--- src/design/nied_pkg.sv ---
// Shared types, constants and helpers for the NEC IR edge decoder.
// No dependencies; every other design file imports this package.
package nied_pkg;

    // Field widths
    localparam int TIME_W    = 16;
    localparam int LEN_W     = 14;
    localparam int TOL_W     = 8;
    localparam int PROD_W    = LEN_W + TOL_W;
    localparam int WORD_W    = 16;
    localparam int BITCNT_W  = 6;
    localparam int STCODE_W  = 3;
    localparam int OUT_W     = 48;
    localparam int CFG_IDX_W = 3;

    // Frame layout
    localparam logic [BITCNT_W-1:0] BITS_PER_WORD = 6'd16;
    localparam logic [BITCNT_W-1:0] BITS_TOTAL    = 6'd32;

    // Interval queue between classifier and decoder
    localparam int FIFO_DEPTH = 4;

    // Configuration register indexes; lengths occupy indexes 0..5
    localparam int LEN_COUNT = 6;
    localparam logic [CFG_IDX_W-1:0] REG_AGC    = 3'd0;
    localparam logic [CFG_IDX_W-1:0] REG_SPACER = 3'd1;
    localparam logic [CFG_IDX_W-1:0] REG_REPEAT = 3'd2;
    localparam logic [CFG_IDX_W-1:0] REG_BURST  = 3'd3;
    localparam logic [CFG_IDX_W-1:0] REG_ONE    = 3'd4;
    localparam logic [CFG_IDX_W-1:0] REG_ZERO   = 3'd5;
    localparam logic [CFG_IDX_W-1:0] REG_TOL    = 3'd6;

    // Register reset values, in index order
    localparam logic [LEN_W-1:0] RST_LEN [LEN_COUNT] =
        '{14'd9000, 14'd4500, 14'd2250, 14'd562, 14'd1687, 14'd562};
    localparam logic [TOL_W-1:0] RST_TOL = 8'd64;

    // Reported state codes
    localparam logic [STCODE_W-1:0] CODE_INVALID = 3'd0;
    localparam logic [STCODE_W-1:0] CODE_AGC     = 3'd1;
    localparam logic [STCODE_W-1:0] CODE_SPACER  = 3'd2;
    localparam logic [STCODE_W-1:0] CODE_REPEAT  = 3'd3;
    localparam logic [STCODE_W-1:0] CODE_CODE    = 3'd4;
    localparam logic [STCODE_W-1:0] CODE_DONE    = 3'd5;

    // Decoder state, one-hot
    typedef enum logic [5:0] {
        ST_INVALID = 6'b000001,
        ST_AGC     = 6'b000010,
        ST_SPACER  = 6'b000100,
        ST_REPEAT  = 6'b001000,
        ST_CODE    = 6'b010000,
        ST_DONE    = 6'b100000
    } t_state;

    // One classified edge as queued from front to back
    typedef struct packed {
        logic first;
        logic last;
        logic m_agc;
        logic m_spacer;
        logic m_repeat;
        logic m_burst;
        logic m_one;
        logic m_zero;
    } t_class;

    // Deviation bound: |a - c| * 256 <= c * tol  <=>  |a - c| <= (c * tol) >> 8
    function automatic logic [LEN_W-1:0] thr_of(input logic [LEN_W-1:0] len,
                                                 input logic [TOL_W-1:0] tol);
        logic [PROD_W-1:0] prod;
        prod = PROD_W'(len) * PROD_W'(tol);
        return prod[PROD_W-1:TOL_W];
    endfunction

    function automatic logic [STCODE_W-1:0] state_code(input t_state st);
        logic [STCODE_W-1:0] code;
        unique case (st)
            ST_INVALID: code = CODE_INVALID;
            ST_AGC:     code = CODE_AGC;
            ST_SPACER:  code = CODE_SPACER;
            ST_REPEAT:  code = CODE_REPEAT;
            ST_CODE:    code = CODE_CODE;
            ST_DONE:    code = CODE_DONE;
            default:    code = CODE_INVALID;
        endcase
        return code;
    endfunction

endpackage

--- src/design/nied_fifo.sv ---
// Small register queue carrying classified edges from front to back.
// Depends on nied_pkg (t_class, FIFO_DEPTH).
module nied_fifo
    import nied_pkg::*;
(
    input  logic   i_clk,
    input  logic   i_rst_n,
    input  logic   i_push,
    input  t_class i_data,
    output logic   o_full,
    input  logic   i_pop,
    output t_class o_data,
    output logic   o_empty
);
    localparam int PTR_W = $clog2(FIFO_DEPTH);
    localparam int CNT_W = $clog2(FIFO_DEPTH + 1);

    t_class           r_mem [FIFO_DEPTH];
    logic [PTR_W-1:0] r_wptr;
    logic [PTR_W-1:0] r_rptr;
    logic [CNT_W-1:0] r_count;

    assign o_full  = (r_count == CNT_W'(FIFO_DEPTH));
    assign o_empty = (r_count == '0);
    assign o_data  = r_mem[r_rptr];

    // Entry storage
    always_ff @(posedge i_clk) begin
        if (i_push) begin
            r_mem[r_wptr] <= i_data;
        end
    end

    // Pointers and fill count
    always_ff @(posedge i_clk) begin
        if (!i_rst_n) begin
            r_wptr  <= '0;
            r_rptr  <= '0;
            r_count <= '0;
        end else begin
            if (i_push) begin
                r_wptr <= (r_wptr == PTR_W'(FIFO_DEPTH - 1)) ? '0 : r_wptr + 1'b1;
            end
            if (i_pop) begin
                r_rptr <= (r_rptr == PTR_W'(FIFO_DEPTH - 1)) ? '0 : r_rptr + 1'b1;
            end
            if (i_push && !i_pop) begin
                r_count <= r_count + 1'b1;
            end else if (!i_push && i_pop) begin
                r_count <= r_count - 1'b1;
            end
        end
    end

    a_no_overflow: assert property (@(posedge i_clk) disable iff (!i_rst_n)
        o_full |-> !i_push)
        else $error("queue written while full");

    a_no_underflow: assert property (@(posedge i_clk) disable iff (!i_rst_n)
        o_empty |-> !i_pop)
        else $error("queue read while empty");

endmodule

--- src/design/nied_front.sv ---
// Front end: configuration registers, interval computation and length matching.
// Depends on nied_pkg (widths, register indexes, thr_of, t_class).
module nied_front
    import nied_pkg::*;
(
    input  logic                 i_clk,
    input  logic                 i_rst_n,
    // edge input
    input  logic                 i_valid,
    output logic                 o_ready,
    input  logic [TIME_W-1:0]    i_time,
    input  logic                 i_first,
    input  logic                 i_last,
    // configuration writes
    input  logic                 i_cfg_we,
    input  logic [CFG_IDX_W-1:0] i_cfg_index,
    input  logic [LEN_W-1:0]     i_cfg_wdata,
    // queue side
    input  logic                 i_full,
    output logic                 o_push,
    output t_class               o_class
);
    localparam int TB = TIME_W;

    logic [LEN_W-1:0]  r_len [LEN_COUNT];
    logic [TOL_W-1:0]  r_tol;
    logic [TIME_W-1:0] r_prev;

    logic [TB-1:0]        interval;
    logic [LEN_COUNT-1:0] match;

    // Configuration registers; out-of-range indexes fall through
    always_ff @(posedge i_clk) begin
        if (!i_rst_n) begin
            for (int i = 0; i < LEN_COUNT; i++) begin
                r_len[i] <= RST_LEN[i];
            end
            r_tol <= RST_TOL;
        end else if (i_cfg_we) begin
            if (i_cfg_index == REG_TOL) begin
                r_tol <= i_cfg_wdata[TOL_W-1:0];
            end else if (i_cfg_index < REG_TOL) begin
                r_len[i_cfg_index] <= i_cfg_wdata;
            end
        end
    end

    // Previous timestamp; ignored edges only occur before a window opener
    always_ff @(posedge i_clk) begin
        if (!i_rst_n) begin
            r_prev <= '0;
        end else if (o_push) begin
            r_prev <= i_time;
        end
    end

    // Interval modulo 2^TB and tolerance match against each length
    assign interval = TB'(i_time) - TB'(r_prev);

    // Deviation bound per length is (len * tol) >> 8, taken from the live registers
    always_comb begin
        logic [TB-1:0] nom;
        logic [TB-1:0] dev;
        for (int i = 0; i < LEN_COUNT; i++) begin
            nom      = TB'(r_len[i]);
            dev      = (interval >= nom) ? interval - nom : nom - interval;
            match[i] = (dev <= TB'(thr_of(r_len[i], r_tol)));
        end
    end

    assign o_ready = !i_full;
    assign o_push  = i_valid && !i_full;

    always_comb begin
        o_class.first    = i_first;
        o_class.last     = i_last;
        o_class.m_agc    = match[REG_AGC];
        o_class.m_spacer = match[REG_SPACER];
        o_class.m_repeat = match[REG_REPEAT];
        o_class.m_burst  = match[REG_BURST];
        o_class.m_one    = match[REG_ONE];
        o_class.m_zero   = match[REG_ZERO];
    end

endmodule

--- src/design/nied_back.sv ---
// Back end: NEC frame state machine, bit collection and result register.
// Depends on nied_pkg (t_state, t_class, frame constants, state_code).
module nied_back
    import nied_pkg::*;
(
    input  logic             i_clk,
    input  logic             i_rst_n,
    // queue side
    input  t_class           i_class,
    input  logic             i_empty,
    output logic             o_pop,
    // result stream
    output logic             o_valid,
    input  logic             i_ready,
    output logic [OUT_W-1:0] o_data
);
    t_state                r_state, n_state;
    logic [BITCNT_W-1:0]   r_bitpos, n_bitpos;
    logic [WORD_W-1:0]     r_addr, n_addr;
    logic [WORD_W-1:0]     r_cmd, n_cmd;
    logic                  r_phase, n_phase;
    logic                  r_finished, n_finished;
    logic                  r_out_valid;
    logic [OUT_W-1:0]      r_out_data;

    logic emit;
    logic fall_sp, fall_code, fall_inv, fall_done;

    assign o_pop   = !i_empty && (!r_out_valid || i_ready);
    assign o_valid = r_out_valid;
    assign o_data  = r_out_data;

    // Next-state logic, case entries fall through like the frame spec
    always_comb begin
        n_state    = r_state;
        n_bitpos   = r_bitpos;
        n_addr     = r_addr;
        n_cmd      = r_cmd;
        n_phase    = r_phase;
        n_finished = r_finished;
        emit       = 1'b0;
        fall_sp    = 1'b0;
        fall_code  = 1'b0;
        fall_inv   = 1'b0;
        fall_done  = 1'b0;
        if (o_pop) begin
            if (i_class.first) begin
                n_state    = ST_INVALID;
                n_bitpos   = '0;
                n_addr     = '0;
                n_cmd      = '0;
                n_phase    = 1'b0;
                n_finished = i_class.last;
                emit       = i_class.last;
            end else if (!r_finished) begin
                n_phase = ~r_phase;
                unique case (r_state)
                    ST_AGC: begin
                        if (i_class.m_spacer) begin
                            n_state = ST_SPACER;
                            n_phase = 1'b0;
                        end else if (i_class.m_repeat) begin
                            n_state = ST_REPEAT;
                        end else begin
                            fall_sp = 1'b1;
                        end
                    end
                    ST_SPACER:  fall_sp   = 1'b1;
                    ST_CODE:    fall_code = 1'b1;
                    ST_DONE:    fall_done = 1'b1;
                    ST_REPEAT:  ;
                    ST_INVALID: fall_inv  = 1'b1;
                    default:    fall_inv  = 1'b1;
                endcase
                // spacer: burst opens the data section
                if (fall_sp) begin
                    if (i_class.m_burst) begin
                        n_state  = ST_CODE;
                        n_bitpos = '0;
                        n_addr   = '0;
                        n_cmd    = '0;
                    end else begin
                        fall_code = 1'b1;
                    end
                end
                // code: even phase carries a bit space, odd phase a burst
                if (fall_code) begin
                    if (!n_phase) begin
                        if (i_class.m_one) begin
                            if (r_bitpos < BITS_PER_WORD) begin
                                n_addr   = r_addr | (WORD_W'(1) << r_bitpos[3:0]);
                                n_bitpos = r_bitpos + 1'b1;
                            end else if (r_bitpos < BITS_TOTAL) begin
                                n_cmd    = r_cmd | (WORD_W'(1) << r_bitpos[3:0]);
                                n_bitpos = r_bitpos + 1'b1;
                            end else begin
                                n_state = ST_DONE;
                            end
                        end else if (i_class.m_zero) begin
                            if (r_bitpos < BITS_TOTAL) begin
                                n_bitpos = r_bitpos + 1'b1;
                            end else begin
                                n_state = ST_DONE;
                            end
                        end else begin
                            fall_inv = 1'b1;
                        end
                    end else if (!i_class.m_burst) begin
                        fall_inv = 1'b1;
                    end
                end
                // invalid: a full frame still completes
                if (fall_inv) begin
                    if (r_bitpos < BITS_TOTAL) begin
                        n_state = ST_INVALID;
                    end else begin
                        fall_done = 1'b1;
                    end
                end
                // done ends the window here; otherwise an AGC length restarts
                if (fall_done) begin
                    n_state    = ST_DONE;
                    n_finished = 1'b1;
                    emit       = 1'b1;
                end else begin
                    if (i_class.m_agc) begin
                        n_state = ST_AGC;
                    end
                    if (i_class.last) begin
                        n_finished = 1'b1;
                        emit       = 1'b1;
                    end
                end
            end
        end
    end

    // Decoder state
    always_ff @(posedge i_clk) begin
        if (!i_rst_n) begin
            r_state    <= ST_INVALID;
            r_bitpos   <= '0;
            r_addr     <= '0;
            r_cmd      <= '0;
            r_phase    <= 1'b0;
            r_finished <= 1'b1;
        end else begin
            r_state    <= n_state;
            r_bitpos   <= n_bitpos;
            r_addr     <= n_addr;
            r_cmd      <= n_cmd;
            r_phase    <= n_phase;
            r_finished <= n_finished;
        end
    end

    // Result register
    always_ff @(posedge i_clk) begin
        if (!i_rst_n) begin
            r_out_valid <= 1'b0;
        end else if (emit) begin
            r_out_valid <= 1'b1;
        end else if (i_ready) begin
            r_out_valid <= 1'b0;
        end
    end

    always_ff @(posedge i_clk) begin
        if (emit) begin
            r_out_data <= {(OUT_W - BITCNT_W - STCODE_W - 2 * WORD_W)'(0),
                           n_bitpos, state_code(n_state), n_cmd, n_addr};
        end
    end

    a_bitpos_range: assert property (@(posedge i_clk) disable iff (!i_rst_n)
        r_bitpos <= BITS_TOTAL)
        else $error("bit count beyond frame length");

    a_state_onehot: assert property (@(posedge i_clk) disable iff (!i_rst_n)
        $onehot(r_state))
        else $error("decoder state not one-hot");

    a_emit_closes: assert property (@(posedge i_clk) disable iff (!i_rst_n)
        emit |=> r_finished && r_out_valid)
        else $error("result issued while window stays open");

endmodule

--- src/design/nec_ir_edge_decoder_core.sv ---
// NEC IR edge decoder, top level: edge classifier, interval queue, frame decoder.
// Depends on nied_pkg, nied_front, nied_fifo and nied_back.
//
// Usage:
//   The slave stream carries one IR edge timestamp (microseconds) per
//   transaction; tuser marks the first edge of a capture window, tlast the
//   last. The master stream carries one result per completed window:
//   address, command, final state code and bit count.
//   Each edge is timed against the previous one and matched against the
//   configured lengths in the cycle it is accepted, then queued (4 entries).
//   The frame decoder takes one queued edge per cycle while the result register
//   is empty or being taken, so one edge per cycle is then sustained. tvalid on
//   the master side is registered: the edge closing the window passes through
//   the queue and then the result register before the result can be taken.
//   Reset loads the default NEC timings, empties the queue and leaves the
//   decoder waiting for a window opener; edges before it are dropped.
//   When the master side stalls, the result register holds, the decoder
//   stops and tready drops once the queue has filled.
//   Configuration registers are written through i_cfg_*; write them only
//   while no window is in flight.
module nec_ir_edge_decoder_core
    import nied_pkg::*;
(
    input  logic                 i_clk,
    input  logic                 i_rst_n,
    // edge stream
    input  logic                 i_s_axis_tvalid,
    output logic                 o_s_axis_tready,
    input  logic [TIME_W-1:0]    i_s_axis_tdata,   // [15:0] edge_time
    input  logic                 i_s_axis_tuser,   // [0] first_edge
    input  logic                 i_s_axis_tlast,   // last_edge
    // result stream
    output logic                 o_m_axis_tvalid,
    input  logic                 i_m_axis_tready,
    output logic [OUT_W-1:0]     o_m_axis_tdata,   // [15:0] address, [31:16] command,
                                                   // [34:32] final_state,
                                                   // [40:35] bit_count, [47:41] zero
    // configuration
    input  logic                 i_cfg_we,
    input  logic [CFG_IDX_W-1:0] i_cfg_index,
    input  logic [LEN_W-1:0]     i_cfg_wdata
);
    t_class push_class;
    t_class head_class;
    logic   push;
    logic   pop;
    logic   full;
    logic   empty;

    // Classifier
    nied_front u_front (
        .i_clk       (i_clk),
        .i_rst_n     (i_rst_n),
        .i_valid     (i_s_axis_tvalid),
        .o_ready     (o_s_axis_tready),
        .i_time      (i_s_axis_tdata),
        .i_first     (i_s_axis_tuser),
        .i_last      (i_s_axis_tlast),
        .i_cfg_we    (i_cfg_we),
        .i_cfg_index (i_cfg_index),
        .i_cfg_wdata (i_cfg_wdata),
        .i_full      (full),
        .o_push      (push),
        .o_class     (push_class)
    );

    // Interval queue
    nied_fifo u_fifo (
        .i_clk   (i_clk),
        .i_rst_n (i_rst_n),
        .i_push  (push),
        .i_data  (push_class),
        .o_full  (full),
        .i_pop   (pop),
        .o_data  (head_class),
        .o_empty (empty)
    );

    // Frame decoder and result register
    nied_back u_back (
        .i_clk   (i_clk),
        .i_rst_n (i_rst_n),
        .i_class (head_class),
        .i_empty (empty),
        .o_pop   (pop),
        .o_valid (o_m_axis_tvalid),
        .i_ready (i_m_axis_tready),
        .o_data  (o_m_axis_tdata)
    );

endmodule

--- config.mk ---
export PLATFORM = sky130hd
export DESIGN_NAME = nec_ir_edge_decoder_core
export DESIGN_NICKNAME = d
export VERILOG_FILES = /design/src/design/nied_pkg.sv /design/src/design/nied_fifo.sv /design/src/design/nied_front.sv /design/src/design/nied_back.sv /design/src/design/nec_ir_edge_decoder_core.sv
export SDC_FILE = /design/constraint.sdc
export NUM_CORES = 2
export LEC_CHECK = 0
export ABC_AREA = 1
export BUFFER_PORTS_ARGS = -buffer_cell sky130_fd_sc_hd__buf_2
export CAP_MARGIN = 30
export CORE_MARGIN = 4
export CORE_UTILIZATION = 55
export CTS_BUF_LIST = sky130_fd_sc_hd__clkbuf_16
export DETAILED_ROUTE_END_ITERATION = 6
export GPL_ROUTABILITY_DRIVEN = 0
export PLACE_DENSITY = 0.79
export SYNTH_ARGS = -nofsm -noshare
export SYNTH_HDL_FRONTEND = slang
export SYNTH_SLANG_ARGS = --single-unit
export TNS_END_PERCENT = 50
--- constraint.sdc ---
create_clock -name i_clk -period 10.9 [get_ports i_clk]
set_input_delay 2.725 -clock i_clk [delete_from_list [all_inputs] [get_ports i_clk]]
set_output_delay 2.725 -clock i_clk [all_outputs]
set_load 0.005 [all_outputs]
==> flow_summary_export.csv <==
group,metric,value,unit
final_layout,syn2layout_area_growth,4.31,%
routing,wl,115000,microns
routing,drtPass1Iterations,7,
sta,fmax,0.122,GHz
logic_synthesis,seq_area_frac_synth,0.149,
worst_setup_path,critPathMaxStageDelay,0.59,ns
logic_synthesis,ys_seq_elements,237,
min_path,min_path_cells,2,
sta,setup_tns,0,ns
sta,fin_crit,8.20,ns
logic_synthesis,synth_edf_count,157,
logic_synthesis,ys.flop_type,"edfxtp_1",
min_path,hp-start,"u_front.r_prev[9]",
logic_synthesis,synth.area.top_cells,"fa_1 (21%), ha_1 (15%), nand2_1 (13%)",
routing,postRouteAntennaNets,0,
die,initial_core_util,0.556,
clock_network,clock_path_buffers,3,
power_and_ir_drop,p_leak,25.0,nW
die,coreArea,76100,sq um
worst_setup_path,r2r-end,"u_fifo.r_mem[3][1]",
status,outcome,"complete, no violations",
logic_synthesis,synth_top_area_frac,0.208,
sta,fin_crit_sh,0.752,
die,die-width,285,microns
place,dp_hpwl,88500,microns
place,portBuffers,82,
worst_setup_path,required,11.24,ns
worst_setup_path,startpoint_type,"input pin",
sta,rsz0062_at_grt,"false",
global_routing,grt_remaining_overflow,0,
worst_setup_path,timing.reg2reg.setup_slack,3.84,ns
die,die-height,285,microns
clock_network,cts_hold_buf,0,
worst_setup_path,rr_startpoint,"u_front.r_tol[3]",
sta,setup_viol,0,
min_path,hp-class,"flip-flop to flip-flop",
global_routing,grt_first_pass_wirelength,189000,microns
routing,drt-initial-drc-count,3494,
clock_network,cts_resized,0,
routing,routedWlPerCell,17.0,microns
power_and_ir_drop,power.total,0.00748,W
final_layout,finalNetCount,6740,
logic_synthesis,syn-mean-instance-area,7.26,sq um
global_routing,grt_max_degree,53,
final_layout,antenna-diode-count,0,
clock_network,clock_sinks,237,
clock_network,tritoncts,"yes",
routing,via_per_inst,5.53,
routing,via_count,37600,
global_routing,antenna_found_initial,0,
global_routing,grt_pass1_vias,37526,
clock_network,clk_pin_slew,0.06,ns
sta,hold_viol_final,0,
clock_network,clock_latency,0.57,ns
logic_synthesis,ys_warn_count,0,
final_layout,drive_gt1_frac,0.0395,
power_and_ir_drop,powerDensity,170,nW/um^2
sta,relSlewSlack,0.278,
clock_network,cts_buffers,25,
die,rows,101,
worst_setup_path,crit_fanout,20,
clock_network,h-tree-depth,1,
worst_setup_path,r2r_cells,27,
sta,tightest_slew,1.08,ns
worst_setup_path,arrival,8.54,ns
die,dieArea,81400,sq um
global_routing,gr-usage-all-layers,0.282,
logic_synthesis,synth_cells,5824,
worst_setup_path,critPathKind,"input pin to flip-flop",
power_and_ir_drop,peakVddDrop,0.149,mV
worst_setup_path,crit_path_end_kind,"flip-flop",
min_path,hold_path_end,"u_front.r_prev[9]",
logic_synthesis,yosysTopAreaCell,"fa_1",
sta,drv_slew,0,
clock_network,postCtsSetupRepairBufs,0,
logic_synthesis,ys_types,66,
sta,worst_hold_slack,0.464,ns
logic_synthesis,synth_common_cells,"nand2_1 (1436), inv_1 (1355), ha_1 (513)",
die,pin_count,90,
logic_synthesis,synth_async_sr_flop_share,0,
routing,drc,0,
run,cap_violations,0,
clock_network,root_buffer,"clkbuf_16",
logic_synthesis,syn_area,42300,sq um
logic_synthesis,yosys.cell_count.top_type,"nand2_1",
sta,skew,0.0214,ns
worst_setup_path,cpMaxStageDelayCell,"xor2_1",
## through the flow
| step | instance area (sq um) | cells | utilization | setup slack [ns] |
|---|---|---|---|---|
| floorplan | 42300 | 5830 | - | 3.62 |
| global placement | 43300 | 6748 | 0.569 | 2.62 |
| detailed placement | 43300 | 6749 | 0.569 | 2.35 |
| CTS | 44100 | 6795 | 0.580 | 2.92 |
| global route | 44100 | 6796 | 0.580 | 2.34 |
| finish | 44100 | 6796 | 0.580 | 2.70 |
## state kept, by name, summed over array words and instances, names as in the netlist, named ones only
name and cells:
u_back.o_data 41, u_back.o_valid 1, u_back.r_addr 16, u_back.r_bitpos 6
u_back.r_cmd 16, u_back.r_finished 1, u_back.r_phase 1, u_back.r_state 6
u_fifo.r_count 3, u_fifo.r_mem 32, u_fifo.r_rptr 2, u_fifo.r_wptr 2
u_front.r_len 84, u_front.r_prev 16, u_front.r_tol 8
## where the power goes
part,switching (W),total [W],internal (W)
Combinational,0.00343,0.00533,0.00189
Sequential,0.000166,0.00130,0.00113
Clock,0.000389,0.000858,0.000469
Total,0.00399,0.00748,0.00349
## layer usage
| metal | wire length [microns] | up-vias | track usage |
|---|---|---|---|
| li1 | - | 17754 | - |
| met1 | 45100 | 17680 | 0.366 |
| met2 | 53800 | 1792 | 0.479 |
| met3 | 10800 | 374 | 0.0385 |
| met4 | 5540 | 0 | 0.113 |
| met5 | 0 | - | 0 |
## cell type report
cell class              count  area [sq um]
flip-flops and latches    237          6330
multi-input cells        3993         29900
repair buffers            118           704
well taps                1030          1290
clock buffers              25           626
fillers                  7037         32000
clock inverters            21           170
inverters                1372          5150
## critical path: cells and delay by family
family / cells / cell delay, ns
simple gates: 11 / 1.47
xor+xnor: 2 / 0.76
buf+inv: 6 / 0.83
fa+ha+maj: 4 / 1.31
compound gates: 7 / 1.45
## worst max-delay path by stage
stage,from,endpoint,slack [ns],cells past startpoint
2_1_floorplan,i_s_axis_tdata[0],u_fifo.r_mem[0][4],3.62,28
3_3_place_gp,i_s_axis_tdata[0],u_fifo.r_mem[0][3],2.62,26
3_5_place_dp,i_s_axis_tdata[0],u_fifo.r_mem[2][3],2.35,26
5_1_grt,i_s_axis_tdata[0],u_fifo.r_mem[0][1],2.34,31
4_1_cts,i_s_axis_tdata[0],u_fifo.r_mem[2][3],2.92,26
6_report,i_s_axis_tdata[0],u_fifo.r_mem[3][1],2.70,30
## layout by cell type (no fill, tap or decap), drive strengths merged, types with 19 or more instances in the layout
master,synthesis,final
a211oi,21,21
a21boi,19,19
a21o,32,32
a21oi,396,396
a31oi,30,30
buf,52,118
clkbuf,176,25
dfxtp,80,80
edfxtp,157,157
fa,440,440
ha,513,513
inv,1366,1372
nand2,1455,1455
nand3,125,125
nand4,39,39
nor2,306,306
nor3,37,37
o211ai,25,25
o21ai,233,233
o21bai,22,22
o31ai,24,24
xnor2,65,65
xor2,116,116
## kinds of logic after synthesis
family	Yosys count	synth area share
adders and majority gates	953	0.360
other	1	0.0000886
and+or+nand+nor	1977	0.188
DFF	237	0.149
AOI/OAI and AO/OA	865	0.117
muxes	10	0.00237
xor gates and xnor gates	181	0.0375
buffers and inverters	1600	0.146
Power figures use the tool's default switching activity.
